`config.mk`:
```
export PLATFORM = sky130hd
export DESIGN_NAME = button_panel_debounce_driver_top
export DESIGN_NICKNAME = d
export VERILOG_FILES = /design/src/rtl/bpdd_pkg.sv /design/src/rtl/bpdd_lane.sv /design/src/rtl/button_panel_debounce_driver_top.sv
export SDC_FILE = /design/constraint.sdc
export NUM_CORES = 1
export LEC_CHECK = 0
export BUFFER_PORTS_ARGS = -buffer_cell sky130_fd_sc_hd__buf_2
export CAP_MARGIN = 10
export CELL_PAD_IN_SITES_DETAIL_PLACEMENT = 0
export CELL_PAD_IN_SITES_GLOBAL_PLACEMENT = 1
export CORE_MARGIN = 3
export CORE_UTILIZATION = 42
export DETAILED_ROUTE_END_ITERATION = 6
export HOLD_SLACK_MARGIN = 0.06
export PLACE_DENSITY = 0.85
export SLEW_MARGIN = 20
export SYNTH_ARGS = -nofsm -noshare
export SYNTH_HDL_FRONTEND = slang
export SYNTH_SLANG_ARGS = --single-unit
export TNS_END_PERCENT = 1
```
`constraint.sdc`:
```
create_clock -name clock -period 3.53 [get_ports clock]
set_input_delay 0.706 -clock clock [delete_from_list [all_inputs] [get_ports clock]]
set_output_delay 0.706 -clock clock [all_outputs]
set_load 0.005 [all_outputs]
```
`src/rtl/bpdd_pkg.sv`:
```
package bpdd_pkg;

   localparam int NUM_BUTTONS     = 15;
   localparam int DIRECTION_COUNT = 8;
   localparam int LOAD_FIRST      = 8;
   localparam int LOAD_COUNT      = 6;
   localparam int AMP_BUTTON      = 14;

   localparam int COUNT_WIDTH = 8;
   localparam int LAMP_WIDTH  = 8;
   localparam int RELAY_WIDTH = 4;
   localparam int DRIVE_WIDTH = 8;
   localparam int CSR_INDEX_WIDTH = 8;
   localparam int CSR_DATA_WIDTH  = 64;

   localparam logic [COUNT_WIDTH-1:0] COUNT_MAX = '1;

   localparam logic [CSR_INDEX_WIDTH-1:0] CSR_DEBOUNCE_POLLS = 8'd0;
   localparam logic [CSR_INDEX_WIDTH-1:0] CSR_DRIVE_BYTES    = 8'd1;

   localparam logic [COUNT_WIDTH-1:0]    DEBOUNCE_RESET    = 8'd5;
   localparam logic [CSR_DATA_WIDTH-1:0] DRIVE_BYTES_RESET = 64'h8040_2010_0804_0201;

   typedef logic [NUM_BUTTONS-1:0] button_vec_type;

   // Fixed relay pattern for each direction button.
   function automatic logic [RELAY_WIDTH-1:0] relay_lookup(
      input logic [$clog2(DIRECTION_COUNT)-1:0] dir
   );
      logic [RELAY_WIDTH-1:0] pattern;
      case (dir)
         3'd0:    pattern = 4'b1000;
         3'd1:    pattern = 4'b1001;
         3'd2:    pattern = 4'b1100;
         3'd3:    pattern = 4'b0010;
         3'd4:    pattern = 4'b0000;
         3'd5:    pattern = 4'b0001;
         3'd6:    pattern = 4'b0100;
         3'd7:    pattern = 4'b1010;
         default: pattern = 4'b0000;
      endcase
      return pattern;
   endfunction

endpackage

```
`src/rtl/bpdd_lane.sv`:
```
module bpdd_lane (
   input  logic                              clock,
   input  logic                              reset,
   input  logic                              poll_en,
   input  logic                              level,
   input  logic [bpdd_pkg::COUNT_WIDTH-1:0]  threshold,
   output logic                              press
);
   import bpdd_pkg::*;

   logic                   prev_ff, prev_in;
   logic                   deb_ff, deb_in;
   logic [COUNT_WIDTH-1:0] count_ff, count_in;
   logic [COUNT_WIDTH-1:0] count_inc;
   logic                   settled;

   // Saturating count of polls with an unchanged level.
   assign count_inc = (count_ff == COUNT_MAX) ? count_ff : count_ff + 1'b1;
   assign settled   = (level == prev_ff) && (count_inc >= threshold);
   assign press     = settled && level && !deb_ff;

   always_comb begin
      prev_in  = prev_ff;
      deb_in   = deb_ff;
      count_in = count_ff;
      if (poll_en) begin
         if (level != prev_ff) begin
            prev_in  = level;
            count_in = '0;
         end else begin
            count_in = count_inc;
            if (settled) begin
               deb_in = level;
            end
         end
      end
   end

   always_ff @(posedge clock) begin
      if (reset) begin
         prev_ff  <= 1'b0;
         deb_ff   <= 1'b0;
         count_ff <= '0;
      end else begin
         prev_ff  <= prev_in;
         deb_ff   <= deb_in;
         count_ff <= count_in;
      end
   end

endmodule

```
`src/rtl/button_panel_debounce_driver_top.sv`:
```
// An accepted request is held in the input register, then moves on to the
// response register, which drives the response port. Throughput: one request
// per cycle while the response side does not stall; the fifteen debounce lanes
// update in parallel. While a finished response waits, the input register
// takes a request only if empty. Reset (synchronous, active high) clears all
// button state and outputs but the press mask and frame flag, and loads the
// threshold of five polls and the default drive bytes.
module button_panel_debounce_driver_top (
   input  logic                                  clock,
   input  logic                                  reset,

   input  logic                                  req_valid,
   output logic                                  req_stall,
   input  logic [bpdd_pkg::NUM_BUTTONS-1:0]      req_button_levels_raw,

   output logic                                  rsp_valid,
   input  logic                                  rsp_stall,
   output logic [bpdd_pkg::NUM_BUTTONS-1:0]      rsp_press_mask,
   output logic [bpdd_pkg::LAMP_WIDTH-1:0]       rsp_lamp_pattern,
   output logic [bpdd_pkg::RELAY_WIDTH-1:0]      rsp_relay_pattern,
   output logic [bpdd_pkg::DRIVE_WIDTH-1:0]      rsp_direction_drive,
   output logic [bpdd_pkg::LOAD_COUNT-1:0]       rsp_load_pattern,
   output logic                                  rsp_amplifier_on,
   output logic                                  rsp_frame_sent,

   input  logic                                  csr_valid,
   output logic                                  csr_ready,
   input  logic [bpdd_pkg::CSR_INDEX_WIDTH-1:0]  csr_index,
   input  logic [bpdd_pkg::CSR_DATA_WIDTH-1:0]   csr_data
);
   import bpdd_pkg::*;

   // Configuration registers. Writes must be issued only while the block is idle;
   // the block itself does not enforce this. The port is always ready.
   logic [COUNT_WIDTH-1:0]    threshold_ff, threshold_in;
   logic [CSR_DATA_WIDTH-1:0] drive_bytes_ff, drive_bytes_in;

   // Input register stage.
   logic           in_valid_ff, in_valid_in;
   button_vec_type in_raw_ff;
   logic           req_fire;

   // Response register stage and the action state it shows.
   logic                    rsp_valid_ff, rsp_valid_in;
   button_vec_type          press_ff;
   logic                    frame_ff;
   logic [LAMP_WIDTH-1:0]   lamp_ff, lamp_in;
   logic [RELAY_WIDTH-1:0]  relay_ff, relay_in;
   logic [DRIVE_WIDTH-1:0]  drive_ff, drive_in;
   logic [LOAD_COUNT-1:0]   load_ff, load_in;
   logic                    amp_ff, amp_in;
   logic                    frame_in;

   logic           out_blocked;
   logic           advance;
   button_vec_type press;
   button_vec_type level;

   assign csr_ready = 1'b1;

   always_comb begin
      threshold_in   = threshold_ff;
      drive_bytes_in = drive_bytes_ff;
      if (csr_valid) begin
         case (csr_index)
            CSR_DEBOUNCE_POLLS: threshold_in   = csr_data[COUNT_WIDTH-1:0];
            CSR_DRIVE_BYTES:    drive_bytes_in = csr_data;
            default: ;
         endcase
      end
   end

   // The request in the input register moves on unless the response register
   // holds a result that the far side has not yet taken.
   assign out_blocked = rsp_valid_ff && rsp_stall;
   assign advance     = in_valid_ff && !out_blocked;
   assign req_stall   = in_valid_ff && out_blocked;
   assign req_fire    = req_valid && !req_stall;

   assign in_valid_in  = req_fire ? 1'b1 : (advance ? 1'b0 : in_valid_ff);
   assign rsp_valid_in = advance  ? 1'b1 : out_blocked;

   // Pins are active low; the lanes work with 1 meaning pressed.
   assign level = ~in_raw_ff;

   for (genvar i = 0; i < NUM_BUTTONS; i++) begin : g_lane
      bpdd_lane u_lane (
         .clock     (clock),
         .reset     (reset),
         .poll_en   (advance),
         .level     (level[i]),
         .threshold (threshold_ff),
         .press     (press[i])
      );
   end

   // Presses are applied in ascending button order, so the highest pressed
   // direction and the highest pressed load win.
   always_comb begin
      lamp_in  = lamp_ff;
      relay_in = relay_ff;
      drive_in = drive_ff;
      load_in  = load_ff;
      frame_in = 1'b0;
      for (int k = 0; k < DIRECTION_COUNT; k++) begin
         if (press[k]) begin
            lamp_in  = LAMP_WIDTH'(1) << k;
            relay_in = relay_lookup(3'(k));
            drive_in = drive_bytes_ff[k*DRIVE_WIDTH +: DRIVE_WIDTH];
            frame_in = 1'b1;
         end
      end
      for (int k = 0; k < LOAD_COUNT; k++) begin
         if (press[LOAD_FIRST+k]) begin
            load_in  = LOAD_COUNT'(1) << k;
            frame_in = 1'b1;
         end
      end
      amp_in = amp_ff ^ press[AMP_BUTTON];
   end

   always_ff @(posedge clock) begin
      if (reset) begin
         threshold_ff   <= DEBOUNCE_RESET;
         drive_bytes_ff <= DRIVE_BYTES_RESET;
         in_valid_ff    <= 1'b0;
         rsp_valid_ff   <= 1'b0;
         lamp_ff        <= '0;
         relay_ff       <= '0;
         drive_ff       <= '0;
         load_ff        <= '0;
         amp_ff         <= 1'b0;
      end else begin
         threshold_ff   <= threshold_in;
         drive_bytes_ff <= drive_bytes_in;
         in_valid_ff    <= in_valid_in;
         rsp_valid_ff   <= rsp_valid_in;
         if (advance) begin
            lamp_ff  <= lamp_in;
            relay_ff <= relay_in;
            drive_ff <= drive_in;
            load_ff  <= load_in;
            amp_ff   <= amp_in;
         end
      end
   end

   // Payload registers need no reset.
   always_ff @(posedge clock) begin
      if (req_fire) begin
         in_raw_ff <= req_button_levels_raw;
      end
      if (advance) begin
         press_ff <= press;
         frame_ff <= frame_in;
      end
   end

   assign rsp_valid           = rsp_valid_ff;
   assign rsp_press_mask      = press_ff;
   assign rsp_lamp_pattern    = lamp_ff;
   assign rsp_relay_pattern   = relay_ff;
   assign rsp_direction_drive = drive_ff;
   assign rsp_load_pattern    = load_ff;
   assign rsp_amplifier_on    = amp_ff;
   assign rsp_frame_sent      = frame_ff;

endmodule

```
==> Word-level counts from Yosys, hierarchy flattened <==
Index checks and enable logic that the tools add are counted.
{ "classes": {"addsub": 15, "order_cmp": 15, "eq_ne": 46, "mux": 64, "n_bitwise": 17, "reduce_logical": 105} }
{ "ops": {"columns": ["operator", "count"], "rows": [
  ["8-bit 2-to-1 mux", 46],
  ["8-bit by 1-bit adder with 8-bit output (second input constant)", 15],
  ["8-bit == test (second input constant)", 15],
  ["8-bit greater-or-equal comparator", 15],
  ["1-bit logical AND", 49],
  ["3-bit AND reduction", 15],
  ["2-bit AND reduction", 19],
  ["6-bit 2-to-1 mux", 6],
  ["4-bit 2-to-1 mux", 8],
  ["1-bit logical NOT", 17],
  ["1-bit == test", 15],
  ["1-bit inequality test", 15],
  ["1-bit NOT", 15],
  ["15-bit NOT", 1],
  ["13-bit OR reduction", 1],
  ["8-bit by 1-bit == test with 1-bit output (second input constant)", 1],
  ["8-bit logical NOT", 1],
  ["8-bit nonzero test", 1],
  ["6-bit nonzero test", 1],
  ["1-bit 2-to-1 mux", 4],
  ["2-bit nonzero test", 1],
  ["1-bit XOR", 1]
]} }
{ "word_totals": {"ff_bits": 282, "input_bits": 92, "output_inout_bits": 46, "elab_cells": 319} }

==> Logic depth before layout (Yosys ltp) <==
Gate-level depths: netlist of run 1.
{ "depth": {"word_depth": 14, "ltp_mapped": 18, "ltp_nobuf": 16} }

==> By module <==
Synthesis of run 1 repeated with hierarchy kept, for this count alone.
{ "unflattened": {"hier_cells": 2066, "area_unflattened_um2": 17568.1} }
{ "modules_own_cells": {"columns": ["module", "n_inst", "cells_per_inst", "area_each_um2", "seq_area_each_um2"], "rows": [
  ["bpdd_lane", 15, 98, 815.8, 200.2],
  ["button_panel_debounce_driver_top", 1, 596, 5331.4, 2952.8]
]} }

==> Least setup slack after synthesis of run 1 <==
Ideal clock, no wire load.
{ "synth_timing": {"path_kind": "register to register", "from": "register g_lane[2].u_lane.count_ff[0]", "to": "register lamp_ff[7], in the netlist rsp_lamp_pattern[7]", "setup_ns": 0.128, "t_arrival_ns": 3.338, "slack_ns": 0.064, "path_stages_with_launch": 17, "path_cell_list": "dfxtp_1 > ha_1 > and2_1 > clkbuf_1 > nand4_1 > mux2_2 > ha_1 > a2111oi_0 > or4_1 > a21o_1 > buf_4 > inv_4 > nor4_4 > a21oi_4 > buf_6 > mux2i_1 > nor2_1"} }
{ "synth_between": {"elab_chain_len": 12} }
{ "synth_rtl": {"columns": ["element", "line_no", "source"], "rows": [
  ["start, declared", "bpdd_lane.sv:13", "logic [COUNT_WIDTH-1:0] count_ff, count_in;"],
  ["start signal, assigned", "bpdd_lane.sv:47", "count_ff <= count_in;"],
  ["8-bit by 1-bit adder with 8-bit output or 8-bit == test (tied branches)", "bpdd_lane.sv:18", "assign count_inc = (count_ff == COUNT_MAX) ? count_ff : count_ff + 1'b1;"],
  ["8-bit 2-to-1 mux *", "bpdd_lane.sv:18", null],
  ["8-bit greater-or-equal comparator *", "bpdd_lane.sv:19", "assign settled = (level == prev_ff) && (count_inc >= threshold);"],
  ["1-bit logical AND *", "bpdd_lane.sv:19", null],
  ["1-bit logical AND * (2 in series)", "bpdd_lane.sv:20", "assign press = settled && level && !deb_ff;"],
  ["net g_lane[2].u_lane.press", "bpdd_lane.sv:7", "output logic press"],
  ["8-bit 2-to-1 mux (6 in series)", "button_panel_debounce_driver_top.sv:106", "if (press[k]) begin"],
  ["end signal, assigned", "button_panel_debounce_driver_top.sv:139", "lamp_ff <= lamp_in;"],
  ["end, declared", "button_panel_debounce_driver_top.sv:47", "logic [LAMP_WIDTH-1:0] lamp_ff, lamp_in;"]
]} }
The timed path passes the listed nets; every way through them passes the cells marked *.
A chain may end at the register's enable or synchronous reset.

==> Worst setup path in the final report of run 1 <==
{ "layout_timing": {"from": "register g_lane[1].u_lane.count_ff[5]", "to": "register drive_ff[0], in the netlist rsp_direction_drive[0]"} }
{ "layout_between": {"elab_chain_len": 13} }
{ "layout_rtl": {"columns": ["element", "line_no", "source"], "rows": [
  ["start, declared", "bpdd_lane.sv:13", null],
  ["start signal, assigned", "bpdd_lane.sv:47", null],
  ["8-bit by 1-bit adder with 8-bit output or 8-bit == test (tied branches)", "bpdd_lane.sv:18", null],
  ["8-bit 2-to-1 mux *", "bpdd_lane.sv:18", null],
  ["8-bit greater-or-equal comparator *", "bpdd_lane.sv:19", null],
  ["1-bit logical AND *", "bpdd_lane.sv:19", null],
  ["1-bit logical AND * (2 in series)", "bpdd_lane.sv:20", null],
  ["net g_lane[1].u_lane.press", "bpdd_lane.sv:7", null],
  ["8-bit 2-to-1 mux (7 in series)", "button_panel_debounce_driver_top.sv:106", null],
  ["end signal, assigned", "button_panel_debounce_driver_top.sv:141", "drive_ff <= drive_in;"],
  ["end, declared", "button_panel_debounce_driver_top.sv:49", "logic [DRIVE_WIDTH-1:0] drive_ff, drive_in;"]
]} }
Marks and branches as above.

==> flow_summary.ini, run 1 <==
[global_route]
grt_overflow_total = 0
grt_pass1_wl_mm = 69.3
grt_use_total_pct = 21.5
grt_start_max_net_pins = 85
antenna_found_initial = 0
grt_pass1_vias = 13500

[cells_and_area]
finalNetCount = 2246
layout-drive-gt1-share_pct = 21.0
syn2layout_area_growth_pct = 21.2
diodes = 0
fin_cells = 2510
mostFrequentLayoutCell = dfxtp_1
layout_common_cells = dfxtp_1, nor2_1, nand2_1

[placement]
dp.cells = 2439
port_buffers = 136
routabilityCongestion = 0.881
dpl.hpwl_mm = 30.5

[timing]
tightest_slew_ns = 0.820
fmax_mhz = 289
hold_viol_final = 0
rsz0062_at_grt = true
setup_violations = 0
min_period_ns = 3.46
fin_crit_sh_pct = 98.0
finalClockSkew_ns = 0.0115
holdWs_ns = 0.282
slew_headroom_pct = 45.3
slew_violations = 0

[run_status]
outcome = finished clean

[route]
top_layer = met4
vias = 14200
routed_via_density = 5.67
wl_met2_mm = 21.0
drc = 0
drt_iter0_markers = 815
wire_per_inst_um = 17.6
routed_wl_mm = 44.1
wl_met1_mm = 19.7
drt_pass1_iterations = 5
wl_met3_mm = 2.30
drt.antenna.violating_nets = 0

[floorplanning]
die_y_um = 199
initial_core_util_pct = 42.7
coreArea_um2 = 36700
ioPinCount = 138
rows = 70
fp.dieW_um = 199
fp.dieArea_um2 = 39600

[logic_synthesis]
ys_seq_area_share_pct = 38.0
synth_ff_type = dfxtp_1
yosys_warnings = 0
synth.distinct_cells = 75
syn_inst = 1800
synth_edf_count = 31
synth_nets = 2027
synth_async_sr_flop_share_pct = 0
netlist_area_um2 = 15700
synth.avg_cell_area_um2 = 8.70
synth_seq_cells = 282

[setup_path]
slowest_delay_ns = 0.37
cp.arrival_ns = 3.95
critPathCaptureType = register
crit_chain = and3_4 -> and3_4 -> nand3_4 -> buf_4 -> nand4_1 -> xnor2_2 -> ha_1 -> and4_4 -> nor3b_2 -> a221oi_4 -> clkinv_4 -> buf_4 -> mux2_2 -> mux2i_2 -> o211ai_1 -> a31o_1
crit_type = register to register
cp_max_fo = 6
required_ns = 4.02
startpoint_type = register
critPathSlowestCell = dfxtp_4

[clocking]
cts.sinks = 282
cts_tree = done
clk_pin_slew_worst_paths_ns = 0.06
htree_levels = 1
cts-root-buf = clkbuf_16
cts_hold_buf = 0
worst_skew_pair.late_latency_ns = 0.60
clock_path_buffers = 3
cts_buffers = 31

[power]
switching_share_pct = 23.8
p_sw_w = 0.00171
peakVddDrop_v = 0.000412
p_leak_nw = 7.59
power_frac_seq_pct = 46.2
power_frac_clock_pct = 47.9
power_density_nw_per_um2 = 380
power_frac_comb_pct = 5.9
cellInternalPower_w = 0.00549

[hold_path]
hp-class = input port to register

[run]
maxCapViolations = 0
[logic make-up after synthesis]
group           count (synthesis)  synth area share, %
mux                            44                 2.98
buf+inv                       110                 2.91
xor+xnor                       76                 4.25
compound gates                458                 19.7
fa+ha+maj                     135                 10.8
other cells                     1               0.0240
simple gates                  694                 21.3
flops                         282                 38.0
[what timing repair did]
item                                    CTS  global route
buffers inserted                          1            14
pin swaps                                 1            11
gates resized for setup                   5            62
endpoints found under the setup margin   13            29
[through the flow]
step	instance area, um2	setup WS, ns	total power, W	util [%]	setup TNS [ns]
floorplan	15700	0.0641	0.00363	-	0
global placement	17500	0.0194	0.00381	47.7	0
detailed placement	17500	-0.0356	0.00382	47.7	-0.0841
CTS	18600	0.00926	0.00725	50.8	0
global route	19000	-0.127	0.00743	51.7	-0.654
finish	19000	0.0696	0.00720	51.7	0
[power groups by stage]
stage / logic, W / clock network (W) / registers, W
final: 0.000428 / 0.00345 / 0.00333
after global routing: 0.000473 / 0.00362 / 0.00333
after CTS: 0.000423 / 0.00350 / 0.00333
after detailed placement: 0.000420 / 0 / 0.00340
after global placement: 0.000411 / 0 / 0.00339
after floorplan: 0.000244 / 0 / 0.00339
[state kept, by name (all words and copies together) (netlist names)]
register and flops:
drive_bytes_ff 64, g_lane.u_lane.count_ff 120, g_lane.u_lane.deb_ff 15, g_lane.u_lane.prev_ff 15
in_raw_ff 15, in_valid_ff 1, rsp_amplifier_on 1, rsp_direction_drive 8
rsp_frame_sent 1, rsp_lamp_pattern 8, rsp_load_pattern 6, rsp_press_mask 15
rsp_relay_pattern 4, rsp_valid 1, threshold_ff 8
[synth_stat cells, drive strengths merged, types with 13 or more instances]
cell | number | area share [%]
nor2b | 16 | 0.64
o21a | 14 | 0.67
mux2 | 21 | 1.5
nand4 | 31 | 1.2
nand2 | 191 | 4.6
a21o | 20 | 0.96
nor3 | 40 | 1.3
inv | 32 | 0.80
o21ai | 45 | 1.4
and3 | 35 | 1.4
a22oi | 105 | 5.0
xnor2 | 74 | 4.1
nand3 | 67 | 2.1
mux2i | 23 | 1.5
nand3b | 23 | 1.1
nor2 | 230 | 5.5
a311oi | 13 | 0.73
a211oi | 26 | 1.3
ha | 135 | 11
clkbuf | 58 | 1.4
edfxtp | 31 | 5.9
nand2b | 21 | 1.1
a21oi | 171 | 5.6
buf | 19 | 0.70
dfxtp | 251 | 32
[area by class of cell]
class	count	area [um2]
Fill cell	3407	17700
Clock inverter	10	97.6
Tap cell	468	586
Inverter	33	131
Clock buffer	46	998
Sequential cell	282	5970
Multi-Input combinational cell	1408	9500
Timing Repair Buffer	263	1690
[worst paths after layout]
path | cells past startpoint | slack, ns | end | startpoint
max | 16 | 0.07 | rsp_direction_drive[0]$_SDFFE_PP0P_ | g_lane[1].u_lane.count_ff[5]$_SDFFE_PP0P_
min | 1 | 0.28 | in_raw_ff[14]$_DFFE_PP_ | req_button_levels_raw[14]
max reg2reg | 16 | 0.07 | rsp_direction_drive[0]$_SDFFE_PP0P_ | g_lane[1].u_lane.count_ff[5]$_SDFFE_PP0P_
min reg2reg | 2 | 0.45 | drive_bytes_ff[3]$_SDFFE_PP0P_ | drive_bytes_ff[3]$_SDFFE_PP0P_
[metal layers]
metal	track usage, %	vias up
met5	0	-
li1	-	6985
met3	2.87	73
met4	5.75	0
met2	36.7	324
met1	28.7	6853
[critical path, delay by kind of cell (launching register included)]
| kind | cells | cell delay (ns) |
|---|---|---|
| and+or+nand+nor | 6 | 1.00 |
| muxes | 2 | 0.46 |
| xor gates and xnor gates | 1 | 0.14 |
| buffers and inverters | 3 | 0.51 |
| adders and majority gates | 1 | 0.27 |
| AOI/OAI and AO/OA | 3 | 0.59 |
| DFF | 1 | 0.37 |
No activity file was read; power rests on OpenSTA's default activity.
==> inputs of run 2 (changes only) <==
--- a/config.mk
+++ b/config.mk
@@ -5,12 +5,13 @@
 export SDC_FILE = /design/constraint.sdc
 export NUM_CORES = 1
 export LEC_CHECK = 0
+export ABC_AREA = 1
 export BUFFER_PORTS_ARGS = -buffer_cell sky130_fd_sc_hd__buf_2
 export CAP_MARGIN = 10
 export CELL_PAD_IN_SITES_DETAIL_PLACEMENT = 0
 export CELL_PAD_IN_SITES_GLOBAL_PLACEMENT = 1
 export CORE_MARGIN = 3
-export CORE_UTILIZATION = 42
+export CORE_UTILIZATION = 40
 export DETAILED_ROUTE_END_ITERATION = 6
 export HOLD_SLACK_MARGIN = 0.06
 export PLACE_DENSITY = 0.85
==> run 2 against run 1 <==
Against the previous run:
- clock skew rose by 0.011 ns
- critical path depth grew 7
- clock power is 1% higher
- routed wire length decreased by 2.4%
- largest power group unchanged
- synthesized area rose by 1.0%
- worst setup slack better by 0.21 ns
- fmax is 6.4% higher
- highest routed layer is now met5
- synthesized cell count increased by 20%
- via count grew 2.5%
- largest cell class unchanged
- final cell count grew 14%
- flip-flop and latch count did not move
==> flow_summary.ini, run 2 <==
[run_status]
outcome = finished clean

[floorplanning]
coreArea_um2 = 38800
fp.dieW_um = 205
die_y_um = 205
initial_core_util_pct = 40.7
rows = 72
fp.dieArea_um2 = 42000
ioPinCount = 138

[clocking]
htree_levels = 2
cts-root-buf = clkbuf_16
cts_hold_buf = 0
clk_pin_slew_worst_paths_ns = 0.06
cts_buffers = 34
worst_skew_pair.late_latency_ns = 0.52
clock_path_buffers = 3
cts.sinks = 282
cts_tree = done

[timing]
tightest_slew_ns = 0.879
slew_violations = 0
holdWs_ns = 0.367
fin_crit_sh_pct = 92.1
setup_violations = 0
finalClockSkew_ns = 0.0222
min_period_ns = 3.25
fmax_mhz = 308
hold_viol_final = 0
slew_headroom_pct = 41.4

[setup_path]
critical-path-top-cell-by-count = nand2_1
critPathSlowestCell = dfxtp_1
required_ns = 3.97
path_buf_inv = 2
crit_type = register to register
cp_top_family = simple AND/OR/NAND/NOR gates
crit_chain = ha_1 -> inv_1 -> nor4_2 -> inv_1 -> nor2_1 -> nand2_2 -> nand2_1 -> nor2_1 -> nand2_1 -> xnor2_1 -> ha_1 -> nand2_1 -> nor2_1 -> nand4_1 -> nand3_2 -> nand2_4 -> nand2_1 -> nor2_2 -> nand2_1 -> nand2_4 -> nor2_4 -> nand3_1 -> a21oi_1
critPathCaptureType = register
startpoint_type = register
cp.arrival_ns = 3.69
cp_max_fo = 8
slowest_delay_ns = 0.35

[placement]
routabilityCongestion = 0.816
dpl.hpwl_mm = 30.1
port_buffers = 136

[logic_synthesis]
synth_seq_cells = 282
yosys_warnings = 0
synth_nets = 2385
ys_seq_area_share_pct = 37.7
yosysMostFrequentCell = nand2_1
syn_inst = 2158
synth_edf_count = 31
synth.top_cells.by_count = nand2_1, a21oi_1, dfxtp_1
yosys-top-cells-area = dfxtp_1, nand2_1, ha_1, a21oi_1, edfxtp_1
synth_ff_type = dfxtp_1
synth_async_sr_flop_share_pct = 0
netlist_area_um2 = 15800
synth_top_cell_by_area = dfxtp_1
synth_top_area_share_pct = 31.8
synth.distinct_cells = 44
synth.avg_cell_area_um2 = 7.33

[route]
drc = 0
drt.antenna.violating_nets = 0
drt_iter0_markers = 747
routed_wl_mm = 43.1
routed_via_density = 5.10
drt_pass1_iterations = 7
vias = 14600
wire_per_inst_um = 15.1

[cells_and_area]
reg_top3 = g_lane.u_lane.count_ff x120, drive_bytes_ff x64
layout_common_cells = nand2_1, a21oi_1, dfxtp_1
finalNetCount = 2543
mostFrequentLayoutCell = nand2_1
layout-drive-gt1-share_pct = 14.6
regMostFlops = g_lane.u_lane.count_ff
diodes = 0
largest_reg_flops = 120
syn2layout_area_growth_pct = 18.0

[run]
maxCapViolations = 0

[global_route]
grt_pass1_vias = 13900
grt_pass1_wl_mm = 68.7
grt_use_total_pct = 20.0
grt_overflow_total = 0
grt_start_max_net_pins = 149
antenna_found_initial = 1

[power]
peakVddDrop_v = 0.000271
power_density_nw_per_um2 = 389
p_total_w = 0.00726
p_leak_nw = 8.00

[hold_path]
hp-class = input port to register
[run 2: timing repair]
| action | CTS | global route |
|---|---|---|
| pin swaps | 0 | 12 |
| gates cloned | 0 | 1 |
| setup endpoints to repair | 1 | 27 |
| gates resized for setup | 1 | 64 |
| setup buffers | 0 | 10 |
[run 2: final timing paths]
| path | end | cells past startpoint | from | slack, ns |
|---|---|---|---|---|
| worst max-delay path | rsp_lamp_pattern[4]$_SDFFE_PP0P_ | 23 | g_lane[5].u_lane.count_ff[0]$_SDFFE_PP0P_ | 0.28 |
| worst min-delay path | in_raw_ff[4]$_DFFE_PP_ | 1 | req_button_levels_raw[4] | 0.37 |
| worst max register to register | rsp_lamp_pattern[4]$_SDFFE_PP0P_ | 23 | g_lane[5].u_lane.count_ff[0]$_SDFFE_PP0P_ | 0.28 |
| worst min register to register | drive_bytes_ff[29]$_SDFFE_PP0P_ | 2 | drive_bytes_ff[29]$_SDFFE_PP0P_ | 0.46 |
[run 2: logic make-up (layout without fill, tap and decap cells)]
kind of cell | count (synthesis) | count (layout) | share of synthesized area, %
xor gates and xnor gates | 73 | 73 | 4.04
DFF | 282 | 282 | 37.7
and+or+nand+nor | 953 | 953 | 25.4
AOI/OAI and AO/OA | 434 | 434 | 14.6
other | 1 | 1 | 0.0237
adders and majority gates | 135 | 135 | 10.7
buffers and inverters | 270 | 453 | 6.87
muxes | 10 | 10 | 0.673
[run 2: final cells by class]
cell class / instances / area (um2)
Clock buffer: 50 / 1020
Clock inverter: 11 / 109
Fill cell: 3830 / 20200
Inverter: 203 / 777
Multi-Input combinational cell: 1606 / 9010
Sequential cell: 282 / 5960
Tap cell: 518 / 648
Timing Repair Buffer: 188 / 1120
Timing Repair inverter: 1 / 7.51
[run 2: stage by stage]
| step | setup TNS, ns | util (%) | setup slack [ns] | area [um2] | std cells |
|---|---|---|---|---|---|
| after CTS | 0 | 47.2 | 0.0174 | 18300 | 2848 |
| final | 0 | 48.1 | 0.278 | 18700 | 2859 |
| after global routing | -0.514 | 48.1 | -0.0758 | 18700 | 2859 |
| after detailed placement | 0 | 44.3 | 0.0288 | 17200 | 2787 |
| after floorplan | 0 | - | 0.518 | 15800 | 2158 |
| after global placement | 0 | 44.3 | 0.0493 | 17200 | 2787 |
[run 2: per-layer routing]
| metal | wire (um) | up-vias | track usage (%) |
|---|---|---|---|
| met5 | 7 | - | 0 |
| met4 | 1300 | 2 | 7.05 |
| met3 | 1920 | 81 | 2.73 |
| met2 | 19800 | 348 | 34.0 |
| met1 | 20000 | 6690 | 26.2 |
| li1 | - | 7469 | - |
[run 2: where the power goes]
part           total [W]  leakage [nW]  switching [W]  internal, W
combinational   0.000429          5.11       0.000274     0.000155
sequential       0.00333          2.33      0.0000419      0.00329
clock            0.00350         0.556        0.00140      0.00210
total            0.00726          8.00        0.00172      0.00554
